File: src/sv/slotted_page_record_directory_assert.svh
// Assertion helpers for the page directory RTL.
`ifndef SLOTTED_PAGE_RECORD_DIRECTORY_ASSERT_SVH
`define SLOTTED_PAGE_RECORD_DIRECTORY_ASSERT_SVH

// Same-cycle implication, checked outside reset.
`define SPRD_ASSERT_NOW(label, clk, rst, ante, cons, msg) \
   label: assert property (@(posedge clk) disable iff (rst) (ante) |-> (cons)) \
      else $error(msg);

// Next-cycle implication, checked outside reset.
`define SPRD_ASSERT_NEXT(label, clk, rst, ante, cons, msg) \
   label: assert property (@(posedge clk) disable iff (rst) (ante) |=> (cons)) \
      else $error(msg);

`endif

File: src/sv/sprd_pkg.sv
package sprd_pkg;

   localparam logic [1:0] OP_INSERT = 2'd0;
   localparam logic [1:0] OP_DELETE = 2'd1;
   localparam logic [1:0] OP_READ   = 2'd2;

   localparam logic [1:0] ST_OK    = 2'd0;
   localparam logic [1:0] ST_FULL  = 2'd1;
   localparam logic [1:0] ST_RANGE = 2'd2;

   typedef struct packed {
      logic [1:0]  op;
      logic [3:0]  position;
      logic [63:0] record_value;
   } req_type;

   typedef struct packed {
      logic [1:0]  status;
      logic [4:0]  record_count;
      logic [63:0] read_value;
      logic        page_dirty;
   } rsp_type;

   typedef enum logic [1:0] {
      S_IDLE,
      S_EXEC,
      S_DONE
   } state_type;

endpackage

File: src/sv/sprd_ram.sv
module sprd_ram #(
   parameter int DEPTH = 16,
   parameter int WIDTH = 64,
   localparam int AW = (DEPTH > 1) ? $clog2(DEPTH) : 1
) (
   input  logic             clock,
   input  logic             wr_en,
   input  logic [AW-1:0]    wr_addr,
   input  logic [WIDTH-1:0] wr_data,
   input  logic             rd_en,
   input  logic [AW-1:0]    rd_addr,
   output logic [WIDTH-1:0] rd_data
);

   logic [WIDTH-1:0] mem [DEPTH];
   logic [WIDTH-1:0] rd_data_ff;

   always_ff @(posedge clock) begin
      if (wr_en) begin
         mem[wr_addr] <= wr_data;
      end
   end

   // hold read data until the next read
   always_ff @(posedge clock) begin
      if (rd_en) begin
         rd_data_ff <= mem[rd_addr];
      end
   end

   assign rd_data = rd_data_ff;

endmodule

File: src/sv/slotted_page_record_directory.sv
// Slotted page with an ordered slot directory. Each item (insert, delete or
// read at a logical position) is accepted and then passes an execute state
// that updates the directory and count and issues the single record memory
// access, and a finish state that returns the record read or moves the last
// physical record into the slot a delete freed. The finish state follows
// from the registered read of the record memory and the read-then-write
// it needs for a delete. The result sits in an output
// register, so the next item is accepted while a finished result still
// waits under stall. Records stay compact in physical slots 0 to count-1,
// so the record memory needs no clearing pass after reset: the block takes
// items from the first cycle after reset.
`include "slotted_page_record_directory_assert.svh"

module slotted_page_record_directory #(
   parameter int SLOTS       = 16,
   parameter int RECORD_BITS = 64
) (
   input  logic              clock,
   input  logic              reset,
   input  logic              req_valid,
   output logic              req_stall,
   input  sprd_pkg::req_type req_data,
   output logic              rsp_valid,
   input  logic              rsp_stall,
   output sprd_pkg::rsp_type rsp_data
);

   import sprd_pkg::*;

   // index width, count width and a compare width that also holds a position
   localparam int IDXW = (SLOTS > 1) ? $clog2(SLOTS) : 1;
   localparam int CW   = $clog2(SLOTS + 1);
   localparam int WW   = (CW > 4) ? CW : 4;

   state_type state_ff, state_in;

   // captured item
   logic [1:0]             op_ff;
   logic [3:0]             pos_ff;
   logic [RECORD_BITS-1:0] val_ff;

   // page state: count and dirty mark in flops, directory in flops
   logic [CW-1:0]   count_ff, count_in;
   logic            dirty_ff, dirty_in;
   logic [IDXW-1:0] dir_ff [SLOTS];
   logic [IDXW-1:0] dir_in [SLOTS];
   logic [IDXW-1:0] dir_up [SLOTS];
   logic [IDXW-1:0] dir_dn [SLOTS];

   // carried from execute to finish
   logic [1:0]      status_ff, status_in;
   logic            rd_sel_ff, rd_sel_in;
   logic            move_ff, move_in;
   logic [IDXW-1:0] freed_ff;

   // output register
   logic    rsp_valid_ff, rsp_valid_in;
   rsp_type rsp_data_ff, rsp_data_in;

   // decode of the captured item against the current page
   logic [WW-1:0]          pos_w, cnt_w;
   logic [IDXW-1:0]        pos_idx, dir_at_pos, last_idx;
   logic [CW-1:0]          last;
   logic                   full, ins_ok, del_ok, rd_ok;
   logic                   in_exec, done_go;

   // record memory port
   logic                   mem_wr_en, mem_rd_en;
   logic [IDXW-1:0]        mem_wr_addr, mem_rd_addr;
   logic [RECORD_BITS-1:0] mem_wr_data, mem_rd_data;
   logic [63:0]            rd_ext;

   sprd_ram #(
      .DEPTH (SLOTS),
      .WIDTH (RECORD_BITS)
   ) u_records (
      .clock   (clock),
      .wr_en   (mem_wr_en),
      .wr_addr (mem_wr_addr),
      .wr_data (mem_wr_data),
      .rd_en   (mem_rd_en),
      .rd_addr (mem_rd_addr),
      .rd_data (mem_rd_data)
   );

   // ---------------------------------------------------------------------
   // Decode. Full is tested before the position on insert; delete and read
   // need a position below the count, so an empty page always answers range.
   // ---------------------------------------------------------------------
   always_comb begin
      pos_w      = WW'(pos_ff);
      cnt_w      = WW'(count_ff);
      pos_idx    = pos_w[IDXW-1:0];
      dir_at_pos = dir_ff[pos_idx];
      last       = count_ff - CW'(1);
      last_idx   = last[IDXW-1:0];
      full       = (count_ff == CW'(SLOTS));
      ins_ok     = (op_ff == OP_INSERT) && !full && (pos_w <= cnt_w);
      del_ok     = (op_ff == OP_DELETE) && (pos_w < cnt_w);
      rd_ok      = (op_ff == OP_READ) && (pos_w < cnt_w);
      in_exec    = (state_ff == S_EXEC);
      done_go    = (state_ff == S_DONE) && (!rsp_valid_ff || !rsp_stall);
   end

   always_comb begin
      case (op_ff)
         OP_INSERT: status_in = full ? ST_FULL : ((pos_w > cnt_w) ? ST_RANGE : ST_OK);
         OP_DELETE: status_in = del_ok ? ST_OK : ST_RANGE;
         OP_READ:   status_in = rd_ok ? ST_OK : ST_RANGE;
         default:   status_in = ST_OK;
      endcase
   end

   // ---------------------------------------------------------------------
   // Directory update. Insert shifts entries above the position up and
   // points the position at the next free physical slot. Delete shifts the
   // entries above the position down and renumbers the entry that named the
   // last physical slot to the freed one. Entries at or above the count are
   // never read before they are written again, so they are left to float.
   // ---------------------------------------------------------------------
   always_comb begin
      dir_up[0] = dir_ff[0];
      for (int i = 1; i < SLOTS; i++) begin
         dir_up[i] = dir_ff[i-1];
      end
      for (int i = 0; i < SLOTS - 1; i++) begin
         dir_dn[i] = dir_ff[i+1];
      end
      dir_dn[SLOTS-1] = dir_ff[SLOTS-1];
   end

   always_comb begin
      logic [IDXW-1:0] v;
      v = '0;
      for (int i = 0; i < SLOTS; i++) begin
         dir_in[i] = dir_ff[i];
         if (in_exec && ins_ok) begin
            if (WW'(i) == pos_w) begin
               dir_in[i] = count_ff[IDXW-1:0];
            end else if (WW'(i) > pos_w) begin
               dir_in[i] = dir_up[i];
            end
         end else if (in_exec && del_ok) begin
            v = (WW'(i) >= pos_w) ? dir_dn[i] : dir_ff[i];
            if (v == last_idx) begin
               v = dir_at_pos;
            end
            dir_in[i] = v;
         end
      end
   end

   always_comb begin
      count_in = count_ff;
      dirty_in = dirty_ff;
      if (in_exec && ins_ok) begin
         count_in = count_ff + CW'(1);
         dirty_in = 1'b1;
      end else if (in_exec && del_ok) begin
         count_in = last;
         dirty_in = 1'b1;
      end
   end

   // a delete moves a record only when the freed slot is not the last one
   assign move_in   = del_ok && (dir_at_pos != last_idx);
   assign rd_sel_in = rd_ok;

   // ---------------------------------------------------------------------
   // Sequencer: next state
   // ---------------------------------------------------------------------
   always_comb begin
      state_in = state_ff;
      case (state_ff)
         S_IDLE:  if (req_valid) state_in = S_EXEC;
         S_EXEC:  state_in = S_DONE;
         S_DONE:  if (done_go) state_in = S_IDLE;
         default: state_in = S_IDLE;
      endcase
   end

   // ---------------------------------------------------------------------
   // Sequencer: outputs. Execute writes an inserted record or reads the
   // record needed; finish writes the moved record back. The two writes
   // never fall in the same cycle, and the next item reaches the memory
   // only after the write-back, so no forwarding is needed.
   // ---------------------------------------------------------------------
   always_comb begin
      req_stall   = 1'b1;
      mem_wr_en   = 1'b0;
      mem_wr_addr = count_ff[IDXW-1:0];
      mem_wr_data = val_ff;
      mem_rd_en   = 1'b0;
      mem_rd_addr = dir_at_pos;
      case (state_ff)
         S_IDLE: begin
            req_stall = 1'b0;
         end
         S_EXEC: begin
            mem_wr_en = ins_ok;
            mem_rd_en = del_ok || rd_ok;
            if (op_ff == OP_DELETE) begin
               mem_rd_addr = last_idx;
            end
         end
         S_DONE: begin
            mem_wr_en   = done_go && move_ff;
            mem_wr_addr = freed_ff;
            mem_wr_data = mem_rd_data;
         end
         default: begin
            req_stall = 1'b1;
         end
      endcase
   end

   // ---------------------------------------------------------------------
   // Output register: load on finish, drop once taken.
   // ---------------------------------------------------------------------
   assign rd_ext = 64'(mem_rd_data);

   always_comb begin
      rsp_valid_in = rsp_valid_ff && rsp_stall;
      rsp_data_in  = rsp_data_ff;
      if (done_go) begin
         rsp_valid_in              = 1'b1;
         rsp_data_in.status        = status_ff;
         rsp_data_in.record_count  = 5'(count_ff);
         rsp_data_in.read_value    = rd_sel_ff ? rd_ext : 64'd0;
         rsp_data_in.page_dirty    = dirty_ff;
      end
   end

   assign rsp_valid = rsp_valid_ff;
   assign rsp_data  = rsp_data_ff;

   // ---------------------------------------------------------------------
   // Registers
   // ---------------------------------------------------------------------
   always_ff @(posedge clock) begin
      if (reset) begin
         state_ff     <= S_IDLE;
         count_ff     <= '0;
         dirty_ff     <= 1'b0;
         move_ff      <= 1'b0;
         rd_sel_ff    <= 1'b0;
         rsp_valid_ff <= 1'b0;
      end else begin
         state_ff     <= state_in;
         count_ff     <= count_in;
         dirty_ff     <= dirty_in;
         rsp_valid_ff <= rsp_valid_in;
         if (in_exec) begin
            move_ff   <= move_in;
            rd_sel_ff <= rd_sel_in;
         end
      end
   end

   always_ff @(posedge clock) begin
      if (req_valid && !req_stall) begin
         op_ff  <= req_data.op;
         pos_ff <= req_data.position;
         val_ff <= req_data.record_value[RECORD_BITS-1:0];
      end
      if (in_exec) begin
         status_ff <= status_in;
         freed_ff  <= dir_at_pos;
      end
      rsp_data_ff <= rsp_data_in;
      dir_ff      <= dir_in;
   end

   // ---------------------------------------------------------------------
   // Assertions
   // ---------------------------------------------------------------------
   `SPRD_ASSERT_NOW(a_count_bound, clock, reset, 1'b1, count_ff <= CW'(SLOTS), "count above page size")
   `SPRD_ASSERT_NEXT(a_accept_exec, clock, reset, req_valid && !req_stall, state_ff == S_EXEC, "accepted item did not execute")
   `SPRD_ASSERT_NEXT(a_dirty_sticky, clock, reset, dirty_ff, dirty_ff, "dirty mark cleared")
   `SPRD_ASSERT_NEXT(a_count_exec_only, clock, reset, !in_exec, $stable(count_ff), "count changed outside execute")
   `SPRD_ASSERT_NOW(a_write_once, clock, reset, mem_wr_en, !mem_rd_en, "record write and read together")

endmodule

File: config.mk
export PLATFORM = sky130hd
export DESIGN_NAME = slotted_page_record_directory
export DESIGN_NICKNAME = d
export VERILOG_FILES = /design/src/sv/sprd_pkg.sv /design/src/sv/sprd_ram.sv /design/src/sv/slotted_page_record_directory.sv
export VERILOG_INCLUDE_DIRS = /design/src /design/src/sv
export SDC_FILE = /design/constraint.sdc
export NUM_CORES = 2
export LEC_CHECK = 0
export BUFFER_PORTS_ARGS = -buffer_cell sky130_fd_sc_hd__buf_2
export CAP_MARGIN = 20
export CORE_ASPECT_RATIO = 0.9
export CORE_MARGIN = 10
export CORE_UTILIZATION = 45
export CTS_BUF_LIST = sky130_fd_sc_hd__clkbuf_4 sky130_fd_sc_hd__clkbuf_8
export CTS_CLUSTER_SIZE = 14
export DETAILED_ROUTE_END_ITERATION = 8
export SETUP_SLACK_MARGIN = 0.15
export SLEW_MARGIN = 20
export SYNTH_ARGS = -nofsm -noshare
export SYNTH_HDL_FRONTEND = slang
export SYNTH_SLANG_ARGS = --single-unit
File: constraint.sdc
create_clock -name clock -period 17.71 [get_ports clock]
set_clock_uncertainty 0.1 [all_clocks]
set_input_delay 1.771 -clock clock [delete_from_list [all_inputs] [get_ports clock]]
set_output_delay 1.771 -clock clock [all_outputs]
set_load 0.03 [all_outputs]
---- After elaboration in Yosys (flattened, before gate mapping) ----
Memory sizes are Yosys's and may differ from the RTL's. A register that Yosys moved wholly into a read port is not among the register bits.
Index checks and enable logic that the tools add are counted.
W data, S select, Z words.
word-level totals
  register bits after elaboration ......... 223
  memory bits (writable) .................. 1024
  input bits .............................. 74
  word-level logic and storage cells ...... 281
  memories ................................ 1
memory list
  name           words  bits a word  read ports  clocked after memory_dff  write ports  RTL line        source
  u_records.mem  16     64           1           1                         1            sprd_ram.sv:15  logic [WIDTH-1:0] mem [DEPTH];
operators by class
  add/subtract/negate cells ............... 2
  magnitude comparators ................... 34
  equal/unequal tests ..................... 55
  multiplexer cells ....................... 119
  bitwise operators ....................... 1
  reduce and logical (&&, ||, !) cells .... 38
operators with widths
  operator               number
  $mux W4                99
  $eq A4 B4 Y1           16
  $mux W64               1
  $ne A3 B1 Y1 const B   11
  $eq A4 B4 Y1 const A   8
  $gt A4 B4 Y1 const A   8
  $reduce_and A2 Y1      16
  $ge A4 B4 Y1 const A   7
  $bmux W4 S4            1
  $eq A3 B4 Y1 const A   4
  $ge A3 B4 Y1 const A   4
  $gt A3 B4 Y1 const A   4
  $mux W2                6
  $ne A3 B3 Y1 const B   4
  $pmux W2 S3            2
  $logic_and A1 B1 Y1    11
  $mux W5                2
  $eq A2 B4 Y1 const A   2
  $ge A1 B4 Y1 const A   2
  $ge A2 B4 Y1 const A   2
  $gt A2 B4 Y1 const A   2
  $mux W1                7
  $ne A2 B2 Y1 const B   3
  $add A5 B1 Y5 const B  1
  other kinds (19)       26

---- Logic depth before layout (Yosys ltp) ----
  depth after elaboration ................. 7
  mapped depth ............................ 15

---- Cells and area by module ----
From an unflattened synthesis, not the netlist that was laid out.
second synthesis, totals
  cells, all modules ...................... 2698
  area total of the unflattened synthesis .. 53015.8 sq um
modules (own cells, without submodules)
  module                         times used  cells each  area an instance (sq um)  seq. area each (sq um)
  sprd_ram                       1           1647        40222.3                   32671.3
  slotted_page_record_directory  1           1051        12793.5                   6586.3

---- Least setup slack after synthesis ----
No wires, ideal clock.
  path kind ............................... input -> register
  start ................................... in rsp_stall
  end ..................................... mem u_records.mem[8][0], enable pin
  setup time .............................. 487 ps
  arrival time ............................ 10560 ps
  setup slack ............................. 6563 ps
  stages on the path ...................... 5
  buffers on the path ..................... 0
  cells stage by stage .................... a21boi_0 -> nand2_1 -> a21boi_0 -> o21ai_0 -> nor2_1
on the way
  cells in the longest elaborated chain, start to end .. 7
ends and longest elaborated chain
  what                           RTL line                              source
  start, declared                slotted_page_record_directory.sv:24   input logic rsp_stall,
  $logic_not A1 Y1               slotted_page_record_directory.sv:102  done_go = (state_ff == S_DONE) && (!rsp_valid_ff || !rsp_stall);
  $logic_or A1 B1 Y1             slotted_page_record_directory.sv:102
  $logic_and A1 B1 Y1            slotted_page_record_directory.sv:102
  $logic_and A1 B1 Y1            slotted_page_record_directory.sv:207  mem_wr_en = done_go && move_ff;
  $pmux W1 S2                    slotted_page_record_directory.sv:195  case (state_ff)
  $mux W1                        sprd_ram.sv:19                        if (wr_en) begin
  $mux W1 (not written as such)  sprd_ram.sv:20                        mem[wr_addr] <= wr_data;
  end, declared                  sprd_ram.sv:15
Every way passes these cells.

---- Worst setup path after layout ----
  start ................................... reg count_ff[0] (netlist: cnt_w[0])
  end ..................................... reg u_records.rd_data_ff[35] (netlist: u_records.rd_data[35]) (read register of u_records.mem), data pin
on the way
  cells in the longest elaborated chain, start to end .. 4
  elaborated cells between the ends (all ways) .. 8
ends and longest elaborated chain
  what                                           RTL line                                                                   source
  start, declared                                slotted_page_record_directory.sv:43                                        logic [CW-1:0] count_ff, count_in;
  start signal, assigned                         slotted_page_record_directory.sv:250                                       count_ff <= count_in;
  $lt A4 B5 Y1                                   slotted_page_record_directory.sv:99, slotted_page_record_directory.sv:100
  $logic_and A1 B1 Y1, on equally long branches  slotted_page_record_directory.sv:99, slotted_page_record_directory.sv:100
  $logic_or A1 B1 Y1                             slotted_page_record_directory.sv:201                                       mem_rd_en = del_ok || rd_ok;
  $mux W1                                        slotted_page_record_directory.sv:195
  end, declared                                  sprd_ram.sv:16                                                             logic [WIDTH-1:0] rd_data_ff;
Several ways; a longest one is shown, not always the timed one.
A chain may end at the register's enable or synchronous reset.

==> results by group <==
Placement
  • DP Area: 56550 um2
  • GP Congestion: 0.8262
  • Hpwl dp: 75.61 mm
  • Post-Place Cells: 5398
  • Port bufs: between 100 and 150

CTS
  • Post-CTS setup buffers: 0
  • CTS tree: yes
  • Clk sink count: ~1300
  • H-Tree Depth: 4
  • Cts repair resizes: 0
  • Clock root cell: clkbuf_8
  • CTS max path bufs: 3
  • Cts hold-fix bufs: 0
  • Worst-path clk slew: 0.06 ns
  • CTS buffer count: 208
  • Clk_lat worst skew: 0.92 ns

Route
  • Vias per Instance: 5.756
  • Total iterations of the first detailed-routing run: 5
  • Routed WL: 143.8 mm
  • Vias: 33280
  • M1 WL: between 60 and 70 mm
  • Post-DRT Antenna Nets: 0
  • Met2 routed WL: 65.74 mm
  • Drt drc: 0
  • Initial DRC Count: 3399
  • Top Layer Used: met4
  • Met3 Wirelength: 10.32 mm
  • Avg WL per Cell: 24.87 um

Finish
  • Commonest non-fill, non-tap cell in the layout: edfxtp_1
  • Layout area overhead: 11.85%
  • Nets: 4109
  • Post-route cell area: 60710 um2
  • Non-filler cells, final: 5781
  • Multi-input gate area: 14040 um2
  • Most frequent cells in the layout: edfxtp_1, nand2_1, a21oi_1
  • FF/Latch Area: 39260 um2
  • Fillers: 10100
  • Share of layout cells above drive strength 1: 0.1677

STA
  • Slew HR: 0.1812
  • RSZ-0062 raised after global routing: no
  • Final slew viol count: 0
  • Final Hold Viols: 0
  • Tightest Pin Transition: 1.225 ns
  • Final worst-path cycle share: 0.3356
  • Final min period: 5.944 ns
  • Finish-stage setup viols: 0
  • Fmax: 168.2 MHz
  • Final hold slack: 0.3245 ns
  • Setup_tns: 0 ns

Synth
  • Cell area after synthesis: 54280 um2
  • Asr flop ratio synth: 0
  • Cells after Synth: 3873
  • Synth unique cells: between 60 and 70
  • Top_reg_cell synth: edfxtp_1
  • Register area share after synthesis: 0.7232
  • Mapped Nets: 3959
  • Post-synth EDFFs: 1300
  • Ys Warns: 0
  • Syn Area/Cell: 14.02 um2
  • Yosys reg bits: 1311

Global route
  • Largest net degree at the start of global routing: 198
  • Gr ovfl total: 0
  • Vias in the first global route: 32650
  • Overall Global Routing Usage: 0.2087
  • First-pass GRT wire length: 214.8 mm
  • Initial antenna violation count: 2

Floorplanning
  • Die width: 386.1 um
  • Die area: 134900 um2
  • Initial Utilization: 0.4548
  • Area of the core: 119400 um2
  • Row count: 120
  • IO Pins: approximately 150
  • Die Span Y: 349.5 um

Setup path
  • Crit-path max FO: 197
  • WS Path Type: register to register
  • CP Launch Type: register
  • Reg2reg path depth: 13
  • Worst EP required: approximately 18 ns
  • R2r endpoint: u_records.rd_data[35]
  • Crit end category: register
  • End of the critical path: u_records.rd_data[35]
  • Critical path origin: cnt_w[0]
  • Setup slack, reg-to-reg: 11.77 ns
  • Worst flop-to-flop path startpoint: cnt_w[0]
  • WP data arrival: 6.45 ns

Power
  • Peak VDD IR: 0.08580 mV
  • Leak: between 20 and 25 nW
  • Combinational cell fraction of total power: 0.190
  • Switching share of power: 0.2979
  • Sw Pwr: approximately 0.0023 W
  • Total power divided by cell area: 126.2 nW/um2
  • Register share of total power: 0.473
  • Clock share of power: 0.337
  • Internal power: 0.005379 W

Hold path
  • Hold Path Class: register to register

Flow run
  • MaxCap Viol Count: 0

Run status
  • Status: complete, no violations
cells by family after synthesis:
family          Yosys count  synth area share
compound gates          950            0.1101
xor+xnor                 75           0.01210
simple gates            963           0.07256
mux                     282           0.05578
fa+ha+maj                12          0.002766
buf+inv                 280           0.02346
flops                  1311            0.7232
final cells by class:
class	instances	share of cell area
timing repair buffer	206	0.02042
clock buffer	290	0.05750
clock inverter	88	0.01041
sequential	1311	0.6467
antenna	4	0.0001649
inverter	14	0.0008656
multi-input combinational	2282	0.2313
tap	1586	0.03268
registers in the layout, indices dropped and copies added, names as in the netlist, 4 cells and up:
| signal | cells |
|---|---|
| freed_ff | 4 |
| val_ff | 64 |
| dir_dn | 60 |
| rsp_data | 72 |
| dir_ff | 4 |
| cnt_w | 5 |
| u_records.mem | 1024 |
| pos_ff | 4 |
| u_records.rd_data | 64 |
how the worst min path moves through the flow:
stage / startpoint / endpoint / depth (start not counted)
finish: status_ff[1] / rsp_data[71] / 0
global route: status_ff[1] / rsp_data[71] / 0
CTS: status_ff[1] / rsp_data[71] / 0
detailed placement: status_ff[1] / rsp_data[71] / 0
global placement: status_ff[1] / rsp_data[71] / 0
floorplan: status_ff[0] / rsp_data[70] / 0
power groups by stage:
stage	Combinational, W	Sequential [W]	Clock [W]
2_1_floorplan	0.000995	0.00370	0
3_3_place_gp	0.00143	0.00369	0
3_5_place_dp	0.00145	0.00369	0
4_1_cts	0.00145	0.00363	0.00264
5_1_grt	0.00159	0.00363	0.00277
6_report	0.00145	0.00363	0.00258
cells in the mapped netlist (64+ instances only):
| cell | instances | area [um2] |
|---|---|---|
| edfxtp_1 | 1300 | 39040 |
| nand2_1 | 707 | 2654 |
| a21oi_1 | 606 | 3033 |
| mux2i_1 | 208 | 2082 |
| clkbuf_1 | 143 | 536.8 |
| a22oi_1 | 130 | 975.9 |
| nor2_1 | 126 | 473.0 |
| buf_2 | 79 | 395.4 |
| and2_1 | 70 | 437.9 |
| xnor2_1 | 70 | 613.1 |
| mux2_2 | 64 | 720.7 |
| o311ai_1 | 64 | 560.5 |
stage by stage:
step	setup slack, ns	total power (W)	utilization
after CTS	11.96	0.007713	0.5083
after global routing	11.53	0.007989	0.5086
final	11.77	0.007661	0.5086
after detailed placement	11.95	0.005136	0.4738
after floorplan	6.563	0.004696	-
after global placement	11.86	0.005125	0.4737
worst max-delay path, cell delays in order, from the launching register on:
cell,delay [ns]
dfxtp_2,0.31
buf_4,0.49
inv_2,0.27
ha_1,0.36
buf_4,0.28
and2_1,0.24
a211oi_4,0.15
buf_4,0.71
buf_12,0.65
buf_4,0.92
mux2i_1,0.32
a221oi_2,0.09
a21oi_1,0.19
o311ai_1,0.11
routing by layer:
metal / vias up / GRT usage
li1: 14970 / -
met1: 16800 / 0.3022
met2: 1296 / 0.3201
met3: 216 / 0.03893
met4: 0 / 0.06139
met5: - / 0
(Power assumes the default switching activity.)
